==> src/mpct_pkg.sv <==
// shared types and constants for the mouse packet cursor tracker
package mpct_pkg;

    localparam int DATA_BITS    = 8;
    localparam int CFG_BITS     = 13;
    localparam int CFG_IDX_BITS = 8;
    localparam int OUT_BITS     = 12;

    localparam logic [CFG_IDX_BITS-1:0] REG_SCREEN_WIDTH  = CFG_IDX_BITS'(0);
    localparam logic [CFG_IDX_BITS-1:0] REG_SCREEN_HEIGHT = CFG_IDX_BITS'(1);

    localparam logic [CFG_BITS-1:0] SCREEN_WIDTH_RST  = CFG_BITS'(1024);
    localparam logic [CFG_BITS-1:0] SCREEN_HEIGHT_RST = CFG_BITS'(768);

    localparam int POS_X_RST = 512;
    localparam int POS_Y_RST = 384;

    // header bit positions
    localparam int HDR_LEFT_BIT  = 0;
    localparam int HDR_RIGHT_BIT = 1;
    localparam int HDR_SYNC_BIT  = 3;
    localparam int HDR_XSIGN_BIT = 4;
    localparam int HDR_YSIGN_BIT = 5;

    typedef enum logic [1:0] {
        PH_HDR = 2'd0,
        PH_X   = 2'd1,
        PH_Y   = 2'd2
    } t_phase;

    typedef struct packed {
        logic [CFG_BITS-1:0] width;
        logic [CFG_BITS-1:0] height;
    } t_screen;

    typedef struct packed {
        logic                 vld;
        logic [DATA_BITS-1:0] data_byte;
    } t_in_word;

endpackage

==> src/mpct_ifs.sv <==
// handshake channel interfaces for the mouse packet cursor tracker
interface mpct_byte_if;
    import mpct_pkg::*;
    logic                 valid;
    logic                 ready;
    logic [DATA_BITS-1:0] data_byte;

    modport source (output valid, output data_byte, input ready);
    modport sink   (input valid, input data_byte, output ready);
endinterface

interface mpct_cursor_if;
    import mpct_pkg::*;
    logic                valid;
    logic                ready;
    logic [OUT_BITS-1:0] cursor_x;
    logic [OUT_BITS-1:0] cursor_y;
    logic                left_button;
    logic                right_button;

    modport source (output valid, output cursor_x, output cursor_y,
                    output left_button, output right_button, input ready);
    modport sink   (input valid, input cursor_x, input cursor_y,
                    input left_button, input right_button, output ready);
endinterface

interface mpct_cfg_if;
    import mpct_pkg::*;
    logic                    valid;
    logic                    ready;
    logic [CFG_IDX_BITS-1:0] index;
    logic [CFG_BITS-1:0]     wdata;

    modport source (output valid, output index, output wdata, input ready);
    modport sink   (input valid, input index, input wdata, output ready);
endinterface

==> src/mouse_packet_cursor_tracker.sv <==
// top level of the mouse packet cursor tracker
//
//   channel    dir  handshake        word
//   i_byte     in   valid / ready    data_byte[7:0]
//   o_cursor   out  valid / ready    cursor_x[11:0] cursor_y[11:0] left_button right_button
//   i_cfg      in   valid / ready    index[7:0] wdata[12:0], always ready
//
// one byte per cycle unless a waiting result stalls it; a byte is held in the
// input register, and the third byte of a packet is applied and clamped into
// the position registers, so a result is valid the cycle after its last byte is taken.
// reset is synchronous: phase to header hunt, cursor to 512 / 384, sizes 1024 / 768.
// a waiting result stalls only the byte that would complete the next packet.
module mouse_packet_cursor_tracker
    import mpct_pkg::*;
#(
    parameter int COORD_BITS = 12
) (
    input  logic            i_clk,
    input  logic            i_rst_n,
    mpct_byte_if.sink       i_byte,
    mpct_cfg_if.sink        i_cfg,
    mpct_cursor_if.source   o_cursor
);

    t_screen  screen;
    t_in_word word;
    logic     take;

    mpct_cfg_regs u_cfg (
        .i_clk    (i_clk),
        .i_rst_n  (i_rst_n),
        .i_cfg    (i_cfg),
        .o_screen (screen)
    );

    mpct_input_stage u_in (
        .i_clk   (i_clk),
        .i_rst_n (i_rst_n),
        .i_byte  (i_byte),
        .i_take  (take),
        .o_word  (word)
    );

    mpct_cursor_core #(
        .COORD_BITS (COORD_BITS)
    ) u_core (
        .i_clk    (i_clk),
        .i_rst_n  (i_rst_n),
        .i_word   (word),
        .i_screen (screen),
        .o_take   (take),
        .o_cursor (o_cursor)
    );

endmodule

==> src/mpct_cfg_regs.sv <==
// screen size configuration registers
module mpct_cfg_regs
    import mpct_pkg::*;
(
    input  logic            i_clk,
    input  logic            i_rst_n,
    mpct_cfg_if.sink        i_cfg,
    output t_screen         o_screen
);

    t_screen r_screen;

    assign i_cfg.ready = 1'b1;
    assign o_screen    = r_screen;

    always_ff @(posedge i_clk) begin
        if (!i_rst_n) begin
            r_screen.width  <= SCREEN_WIDTH_RST;
            r_screen.height <= SCREEN_HEIGHT_RST;
        end else if (i_cfg.valid) begin
            // unknown indexes are dropped
            if (i_cfg.index == REG_SCREEN_WIDTH) begin
                r_screen.width <= i_cfg.wdata;
            end
            if (i_cfg.index == REG_SCREEN_HEIGHT) begin
                r_screen.height <= i_cfg.wdata;
            end
        end
    end

endmodule

==> src/mpct_input_stage.sv <==
// input register for incoming mouse bytes
module mpct_input_stage
    import mpct_pkg::*;
(
    input  logic            i_clk,
    input  logic            i_rst_n,
    mpct_byte_if.sink       i_byte,
    input  logic            i_take,
    output t_in_word        o_word
);

    logic                 r_vld;
    logic [DATA_BITS-1:0] r_data;

    assign i_byte.ready     = !r_vld || i_take;
    assign o_word.vld       = r_vld;
    assign o_word.data_byte = r_data;

    always_ff @(posedge i_clk) begin
        if (!i_rst_n) begin
            r_vld <= 1'b0;
        end else if (i_byte.valid && i_byte.ready) begin
            r_vld <= 1'b1;
        end else if (i_take) begin
            r_vld <= 1'b0;
        end
    end

    always_ff @(posedge i_clk) begin
        if (i_byte.valid && i_byte.ready) begin
            r_data <= i_byte.data_byte;
        end
    end

endmodule

==> src/mpct_cursor_core.sv <==
// packet assembly, delta apply and clamp, result register
module mpct_cursor_core
    import mpct_pkg::*;
#(
    parameter int COORD_BITS = 12
) (
    input  logic            i_clk,
    input  logic            i_rst_n,
    input  t_in_word        i_word,
    input  t_screen         i_screen,
    output logic            o_take,
    mpct_cursor_if.source   o_cursor
);

    localparam int SW = COORD_BITS + 2;
    localparam int CW = (COORD_BITS + 1 > CFG_BITS) ? COORD_BITS + 1 : CFG_BITS;
    localparam logic [CW-1:0]         MAX_COORD = CW'((1 << COORD_BITS) - 1);
    localparam logic [COORD_BITS-1:0] POS_X_INIT = COORD_BITS'(POS_X_RST);
    localparam logic [COORD_BITS-1:0] POS_Y_INIT = COORD_BITS'(POS_Y_RST);

    t_phase                r_phase, n_phase;
    logic [DATA_BITS-1:0]  r_hdr, n_hdr;
    logic [DATA_BITS-1:0]  r_xd, n_xd;
    logic [COORD_BITS-1:0] r_pos_x, r_pos_y;
    logic                  r_left, r_right;
    logic                  r_out_vld;
    logic                  emit;

    logic signed [8:0]     dx, dy;
    logic signed [SW-1:0]  nx, ny;
    logic [COORD_BITS-1:0] cx, cy;

    function automatic logic [COORD_BITS-1:0] clamp_coord(
        input logic signed [SW-1:0] v,
        input logic [CFG_BITS-1:0]  size
    );
        logic [CW-1:0] size_m1;
        logic [CW-1:0] lim_m1;
        logic [CW-1:0] v_u;
        begin
            // zero size behaves as one
            size_m1 = (size == '0) ? '0 : CW'(size) - CW'(1);
            lim_m1  = (size_m1 > MAX_COORD) ? MAX_COORD : size_m1;
            v_u     = CW'(v[SW-2:0]);
            if (v[SW-1]) begin
                clamp_coord = '0;
            end else if (v_u > lim_m1) begin
                clamp_coord = lim_m1[COORD_BITS-1:0];
            end else begin
                clamp_coord = v_u[COORD_BITS-1:0];
            end
        end
    endfunction

    // a byte may move on unless it completes a packet while a result waits
    assign o_take = i_word.vld && (r_phase != PH_Y || !r_out_vld || o_cursor.ready);

    assign dx = $signed({r_hdr[HDR_XSIGN_BIT], r_xd});
    assign dy = $signed({r_hdr[HDR_YSIGN_BIT], i_word.data_byte});
    assign nx = $signed({2'b00, r_pos_x}) + SW'(dx);
    assign ny = $signed({2'b00, r_pos_y}) - SW'(dy);
    assign cx = clamp_coord(nx, i_screen.width);
    assign cy = clamp_coord(ny, i_screen.height);

    always_comb begin
        n_phase = r_phase;
        n_hdr   = r_hdr;
        n_xd    = r_xd;
        emit    = 1'b0;
        case (r_phase)
            PH_X: begin
                if (o_take) begin
                    n_xd    = i_word.data_byte;
                    n_phase = PH_Y;
                end
            end
            PH_Y: begin
                if (o_take) begin
                    emit    = 1'b1;
                    n_phase = PH_HDR;
                end
            end
            default: begin
                // hunt for a byte with the sync bit set
                if (o_take) begin
                    if (i_word.data_byte[HDR_SYNC_BIT]) begin
                        n_hdr   = i_word.data_byte;
                        n_phase = PH_X;
                    end else begin
                        n_phase = PH_HDR;
                    end
                end
            end
        endcase
    end

    always_ff @(posedge i_clk) begin
        if (!i_rst_n) begin
            r_phase   <= PH_HDR;
            r_hdr     <= '0;
            r_xd      <= '0;
            r_pos_x   <= POS_X_INIT;
            r_pos_y   <= POS_Y_INIT;
            r_out_vld <= 1'b0;
        end else begin
            r_phase <= n_phase;
            r_hdr   <= n_hdr;
            r_xd    <= n_xd;
            if (emit) begin
                r_pos_x   <= cx;
                r_pos_y   <= cy;
                r_out_vld <= 1'b1;
            end else if (o_cursor.ready) begin
                r_out_vld <= 1'b0;
            end
        end
    end

    always_ff @(posedge i_clk) begin
        if (emit) begin
            r_left  <= r_hdr[HDR_LEFT_BIT];
            r_right <= r_hdr[HDR_RIGHT_BIT];
        end
    end

    // position registers double as the result word
    assign o_cursor.valid        = r_out_vld;
    assign o_cursor.cursor_x     = OUT_BITS'(r_pos_x);
    assign o_cursor.cursor_y     = OUT_BITS'(r_pos_y);
    assign o_cursor.left_button  = r_left;
    assign o_cursor.right_button = r_right;

`ifndef SYNTH
    a_emit_after_y: assert property (@(posedge i_clk) disable iff (!i_rst_n)
        $rose(r_out_vld) |-> $past(r_phase == PH_Y))
        else $error("result raised outside the third byte");

    a_x_then_y: assert property (@(posedge i_clk) disable iff (!i_rst_n)
        (o_take && r_phase == PH_X) |=> (r_phase == PH_Y))
        else $error("x byte did not advance to y phase");

    a_no_sync_drop: assert property (@(posedge i_clk) disable iff (!i_rst_n)
        (o_take && r_phase == PH_HDR && !i_word.data_byte[HDR_SYNC_BIT])
        |=> (r_phase == PH_HDR))
        else $error("byte without sync bit taken as header");

    a_hold_while_stalled: assert property (@(posedge i_clk) disable iff (!i_rst_n)
        (r_out_vld && !o_cursor.ready) |=> ($stable(r_pos_x) && $stable(r_pos_y)))
        else $error("cursor moved while result was stalled");
`endif

endmodule
==> src/flat_wrapper.sv <==
// flat-port wrapper written by rule: the top's interface ports become plain ports
module mouse_packet_cursor_tracker_flat import mpct_pkg::*;
#(
    parameter int COORD_BITS = 12
)
  (i_clk, i_rst_n, i_byte_valid, i_byte_data_byte, i_byte_ready, i_cfg_valid, i_cfg_index, i_cfg_wdata, i_cfg_ready, o_cursor_valid, o_cursor_cursor_x, o_cursor_cursor_y, o_cursor_left_button, o_cursor_right_button, o_cursor_ready);
  mpct_byte_if i_byte_i ();
  mpct_cfg_if i_cfg_i ();
  mpct_cursor_if o_cursor_i ();
  input  logic i_clk;
  input  logic i_rst_n;
  input wire logic [$bits(i_byte_i.valid)-1:0] i_byte_valid;
  input wire logic [$bits(i_byte_i.data_byte)-1:0] i_byte_data_byte;
  output wire logic [$bits(i_byte_i.ready)-1:0] i_byte_ready;
  input wire logic [$bits(i_cfg_i.valid)-1:0] i_cfg_valid;
  input wire logic [$bits(i_cfg_i.index)-1:0] i_cfg_index;
  input wire logic [$bits(i_cfg_i.wdata)-1:0] i_cfg_wdata;
  output wire logic [$bits(i_cfg_i.ready)-1:0] i_cfg_ready;
  output wire logic [$bits(o_cursor_i.valid)-1:0] o_cursor_valid;
  output wire logic [$bits(o_cursor_i.cursor_x)-1:0] o_cursor_cursor_x;
  output wire logic [$bits(o_cursor_i.cursor_y)-1:0] o_cursor_cursor_y;
  output wire logic [$bits(o_cursor_i.left_button)-1:0] o_cursor_left_button;
  output wire logic [$bits(o_cursor_i.right_button)-1:0] o_cursor_right_button;
  input wire logic [$bits(o_cursor_i.ready)-1:0] o_cursor_ready;
  assign i_byte_i.valid = i_byte_valid;
  assign i_byte_i.data_byte = i_byte_data_byte;
  assign i_byte_ready = i_byte_i.ready;
  assign i_cfg_i.valid = i_cfg_valid;
  assign i_cfg_i.index = i_cfg_index;
  assign i_cfg_i.wdata = i_cfg_wdata;
  assign i_cfg_ready = i_cfg_i.ready;
  assign o_cursor_valid = o_cursor_i.valid;
  assign o_cursor_cursor_x = o_cursor_i.cursor_x;
  assign o_cursor_cursor_y = o_cursor_i.cursor_y;
  assign o_cursor_left_button = o_cursor_i.left_button;
  assign o_cursor_right_button = o_cursor_i.right_button;
  assign o_cursor_i.ready = o_cursor_ready;
  mouse_packet_cursor_tracker #(.COORD_BITS(COORD_BITS)) u_core (.i_clk(i_clk), .i_rst_n(i_rst_n), .i_byte(i_byte_i), .i_cfg(i_cfg_i), .o_cursor(o_cursor_i));
endmodule
==> config.mk <==
export PLATFORM = sky130hd
export DESIGN_NAME = mouse_packet_cursor_tracker_flat
export DESIGN_NICKNAME = d
export VERILOG_FILES = /design/src/mpct_pkg.sv /design/src/mpct_ifs.sv /design/src/mouse_packet_cursor_tracker.sv /design/src/mpct_cfg_regs.sv /design/src/mpct_input_stage.sv /design/src/mpct_cursor_core.sv /design/src/flat_wrapper.sv
export SDC_FILE = /design/constraint.sdc
export NUM_CORES = 1
export LEC_CHECK = 0
export ABC_CLOCK_PERIOD_IN_PS = 10450
export BUFFER_PORTS_ARGS = -buffer_cell sky130_fd_sc_hd__buf_2
export CAP_MARGIN = 20
export CORE_ASPECT_RATIO = 0.6
export CORE_UTILIZATION = 37
export CTS_BUF_LIST = sky130_fd_sc_hd__clkbuf_16
export DETAILED_ROUTE_END_ITERATION = 6
export PLACE_DENSITY_LB_ADDON = 0.1
export SYNTH_ARGS = -nofsm -noshare
export SYNTH_HDL_FRONTEND = slang
export SYNTH_HIERARCHICAL = 1
export SYNTH_SLANG_ARGS = --single-unit
==> constraint.sdc <==
create_clock -name i_clk -period 10.45 [get_ports i_clk]
set_clock_uncertainty 0.05 [all_clocks]
set_input_delay 1.045 -clock i_clk [delete_from_list [all_inputs] [get_ports i_clk]]
set_output_delay 1.045 -clock i_clk [all_outputs]
set_load 0.02 [all_outputs]
==> impl_metrics.py <==
metrics = {
    "outcome": {
        "outcome": "complete, no violations",
    },
    "drt": {
        "avgViaCountPerCell": 5.27,
        "detail_route.wl_per_cell_um": 15.8,
        "dr.first_iter.drc_count": 299,
        "drc": 0,
        "drt_pre_antenna_iters": 4,
        "via_count": 4862,
        "drt-total-wl_mm": 14.6,
        "drtAntennaViolNets": 0,
    },
    "floorplanning": {
        "row_count": 34,
        "core_um2": 14500,
        "die_h_um": 96.5,
        "initial_utilization": 0.380,
        "die_area_um2": 15400,
        "die-width_um": 160,
        "io_pins": 63,
    },
    "clock_network": {
        "post_cts_buffers": 0,
        "htree_levels": 3,
        "clock_latency_ns": 0.34,
        "cts_buffer_depth": 2,
        "cts_tree": "built",
        "tritoncts_num_sinks": 76,
        "cts_hold_buf": 0,
        "numCtsBuffers": 9,
        "cts_resized": 0,
        "clk_pin_slew_ns": 0.07,
        "clockRootBuffer": "clkbuf_16",
    },
    "timing": {
        "max_slew_margin": 0.362,
        "post-route-min-period_ns": 4.48,
        "setup_violations": 0,
        "maxSlewViolCount": 0,
        "final.period_utilization": 0.429,
        "setup-tns-final_ns": 0,
        "rsz0062_at_grt": "false",
        "hold_viol_final": 0,
        "worst_pin_slew_ns": 0.956,
        "fmax_mhz": 223,
    },
    "finish": {
        "nets": 811,
        "instances_no_fill": 922,
        "drive_above_1_share": 0.141,
        "num_antenna_cells": 0,
        "synthToLayoutAreaGrowth_pct": 14.1,
    },
    "yosys": {
        "syn_avg_cell_area_um2": 8.28,
        "yosysTopAreaCell": "dfxtp_1",
        "yosysUniqueCellTypes": 79,
        "synthArstFlopShare": 0,
        "yosys_register_bits": 76,
        "synth_common_cells": "nand2_1 (89), dfxtp_1 (66), nor2_1 (64)",
        "syn-instance-count": 665,
        "synthTopCellsByArea": "dfxtp_1 (24%), ha_1 (13%), mux2i_1 (6.7%)",
        "syn_area_um2": 5510,
        "synth_edf_count": 10,
        "ys_seq_area_frac": 0.294,
        "synthFlopType": "dfxtp_1",
        "yosysWarnings": 6,
        "synth_top_area_frac": 0.240,
        "synth_most_common_cell": "nand2_1",
    },
    "global_route": {
        "antenna_found_initial": 0,
        "grt_max_degree": 48,
        "grt.overflow.total": 0,
        "grt_pass1_vias": 4288,
        "grt_pass1_wl_mm": 23.1,
        "grt.total_usage": 0.195,
    },
    "power_and_ir_drop": {
        "power_density_nw_per_um2": 115,
        "power.total_uw": 720,
        "p_leak_nw": 2.88,
        "ir_worst_vdd_uv": 63.1,
    },
    "place": {
        "dp_cells": 906,
        "dpl.hpwl_mm": 11.6,
        "gp_congestion": 0.852,
        "port_buffers": 61,
    },
    "worst_hold_path": {
        "hold_class": "reg2reg",
    },
    "worst_setup_path": {
        "crit_type": "reg2reg",
        "path_cells": "ha_1, fa_1, a211oi_1, nor2_1, o211a_1, o41ai_1, o21ba_2, o21bai_1, xor2_1, ha_1, or4_1, a221oi_1, a31oi_1, buf_4, and2_1, o31ai_1",
        "max_stage_delay_ns": 0.47,
        "cpMostUsedCell": "ha_1",
        "endpoint_kind": "register",
        "required_ns": 10.65,
        "slowest_stage": "or4_1",
        "cp_max_fo": 11,
        "worstPathArrival_ns": 4.68,
        "setup.worst_path.start_class": "register",
    },
    "flow_run": {
        "cap_violations": 0,
    },
}
power breakdown:
part | switching, mW | internal (mW) | total (mW)
Clock | 0.132 | 0.186 | 0.319
Sequential | 0.00325 | 0.300 | 0.304
Combinational | 0.0577 | 0.0398 | 0.0975
Total | 0.193 | 0.526 | 0.720
flip-flops by register name, summed over array words and instances, names as in the netlist:
register	cells
u_core/u_core/r_hdr	4
u_core/u_core/o_cursor.cursor_x	12
u_core/u_core/o_cursor.right_button	1
u_core/u_core/r_phase	2
u_core/u_core/o_cursor.cursor_y	12
u_core/u_core/o_cursor.valid	1
u_core/u_in/r_vld	1
u_core/u_core/r_xd	8
u_core/u_in/r_data	8
u_core/u_core/o_cursor.left_button	1
u_core/u_cfg/o_screen	26
cell type report:
cell class	count	area, um2
Fill cell	1470	8220
Multi-Input combinational cell	526	3630
Sequential cell	76	1620
Timing Repair Buffer	64	328
Tap cell	198	248
Clock buffer	9	225
Inverter	42	158
Clock inverter	7	73.8
path summary, 6_finish.rpt:
kind,startpoint,to,slack (ns),cells after the start
setup / recovery,u_core/u_core/o_cursor.cursor_x[0],u_core/u_core/o_cursor.cursor_x[6],5.97,16
hold reg to reg,u_core/u_core/r_hdr[1],u_core/u_core/o_cursor.right_button,0.41,0
hold / removal,u_core/u_core/r_hdr[1],u_core/u_core/o_cursor.right_button,0.41,0
setup reg to reg,u_core/u_core/o_cursor.cursor_x[0],u_core/u_core/o_cursor.cursor_x[6],5.97,16
per-layer routing:
metal	vias to the layer above	routed length (um)	share of wire	global-route usage
met2	95	5630	0.39	0.280
li1	2491	-	-	-
met1	2267	8200	0.56	0.295
met4	0	119	0.0081	0.0377
met3	9	664	0.045	0.0405
met5	-	0	0	0
cells in the final DEF (no fill, tap or decap), drive strengths merged, types with 12 or more instances in the layout:
cell type   n
xor2       13
ha         56
mux2i      37
a21oi      40
nor2       64
nand3      16
o21ai      34
xnor2      20
dfxtp      66
buf        64
nand2      89
nor4       12
inv        43
cells by family (layout without fill, tap and decap cells):
logic type | Yosys count | in the layout | share of synthesized area
multiplexers | 39 | 39 | 0.0713
AND/OR/NAND/NOR | 241 | 241 | 0.214
buffers and inverters | 64 | 122 | 0.0477
adder cells (fa/ha/maj) | 61 | 61 | 0.140
other | 2 | 3 | 0.00136
flip-flops | 76 | 76 | 0.294
AO/OA/AOI/OAI | 149 | 149 | 0.178
XOR/XNOR | 33 | 33 | 0.0525
critical path, delay by kind of cell (launching register included):
family | cells | cell delay, ns
AO/OA/AOI/OAI | 8 | 1.89
adder cells (fa/ha/maj) | 3 | 0.92
AND/OR/NAND/NOR | 3 | 0.75
flip-flops | 1 | 0.32
buffers and inverters | 1 | 0.29
XOR/XNOR | 1 | 0.16
metrics by stage:
step	hold slack, ns	area, um2	utilization	worst slack, ns
3_5_place_dp	0.387	5980	0.413	5.99
5_1_grt	0.419	6280	0.433	5.63
4_1_cts	0.403	6280	0.433	5.98
6_report	0.407	6280	0.433	5.97
2_1_floorplan	0.358	5510	-	6.43
3_3_place_gp	0.385	5980	0.413	6.15
Power figures use the tool's default switching activity.
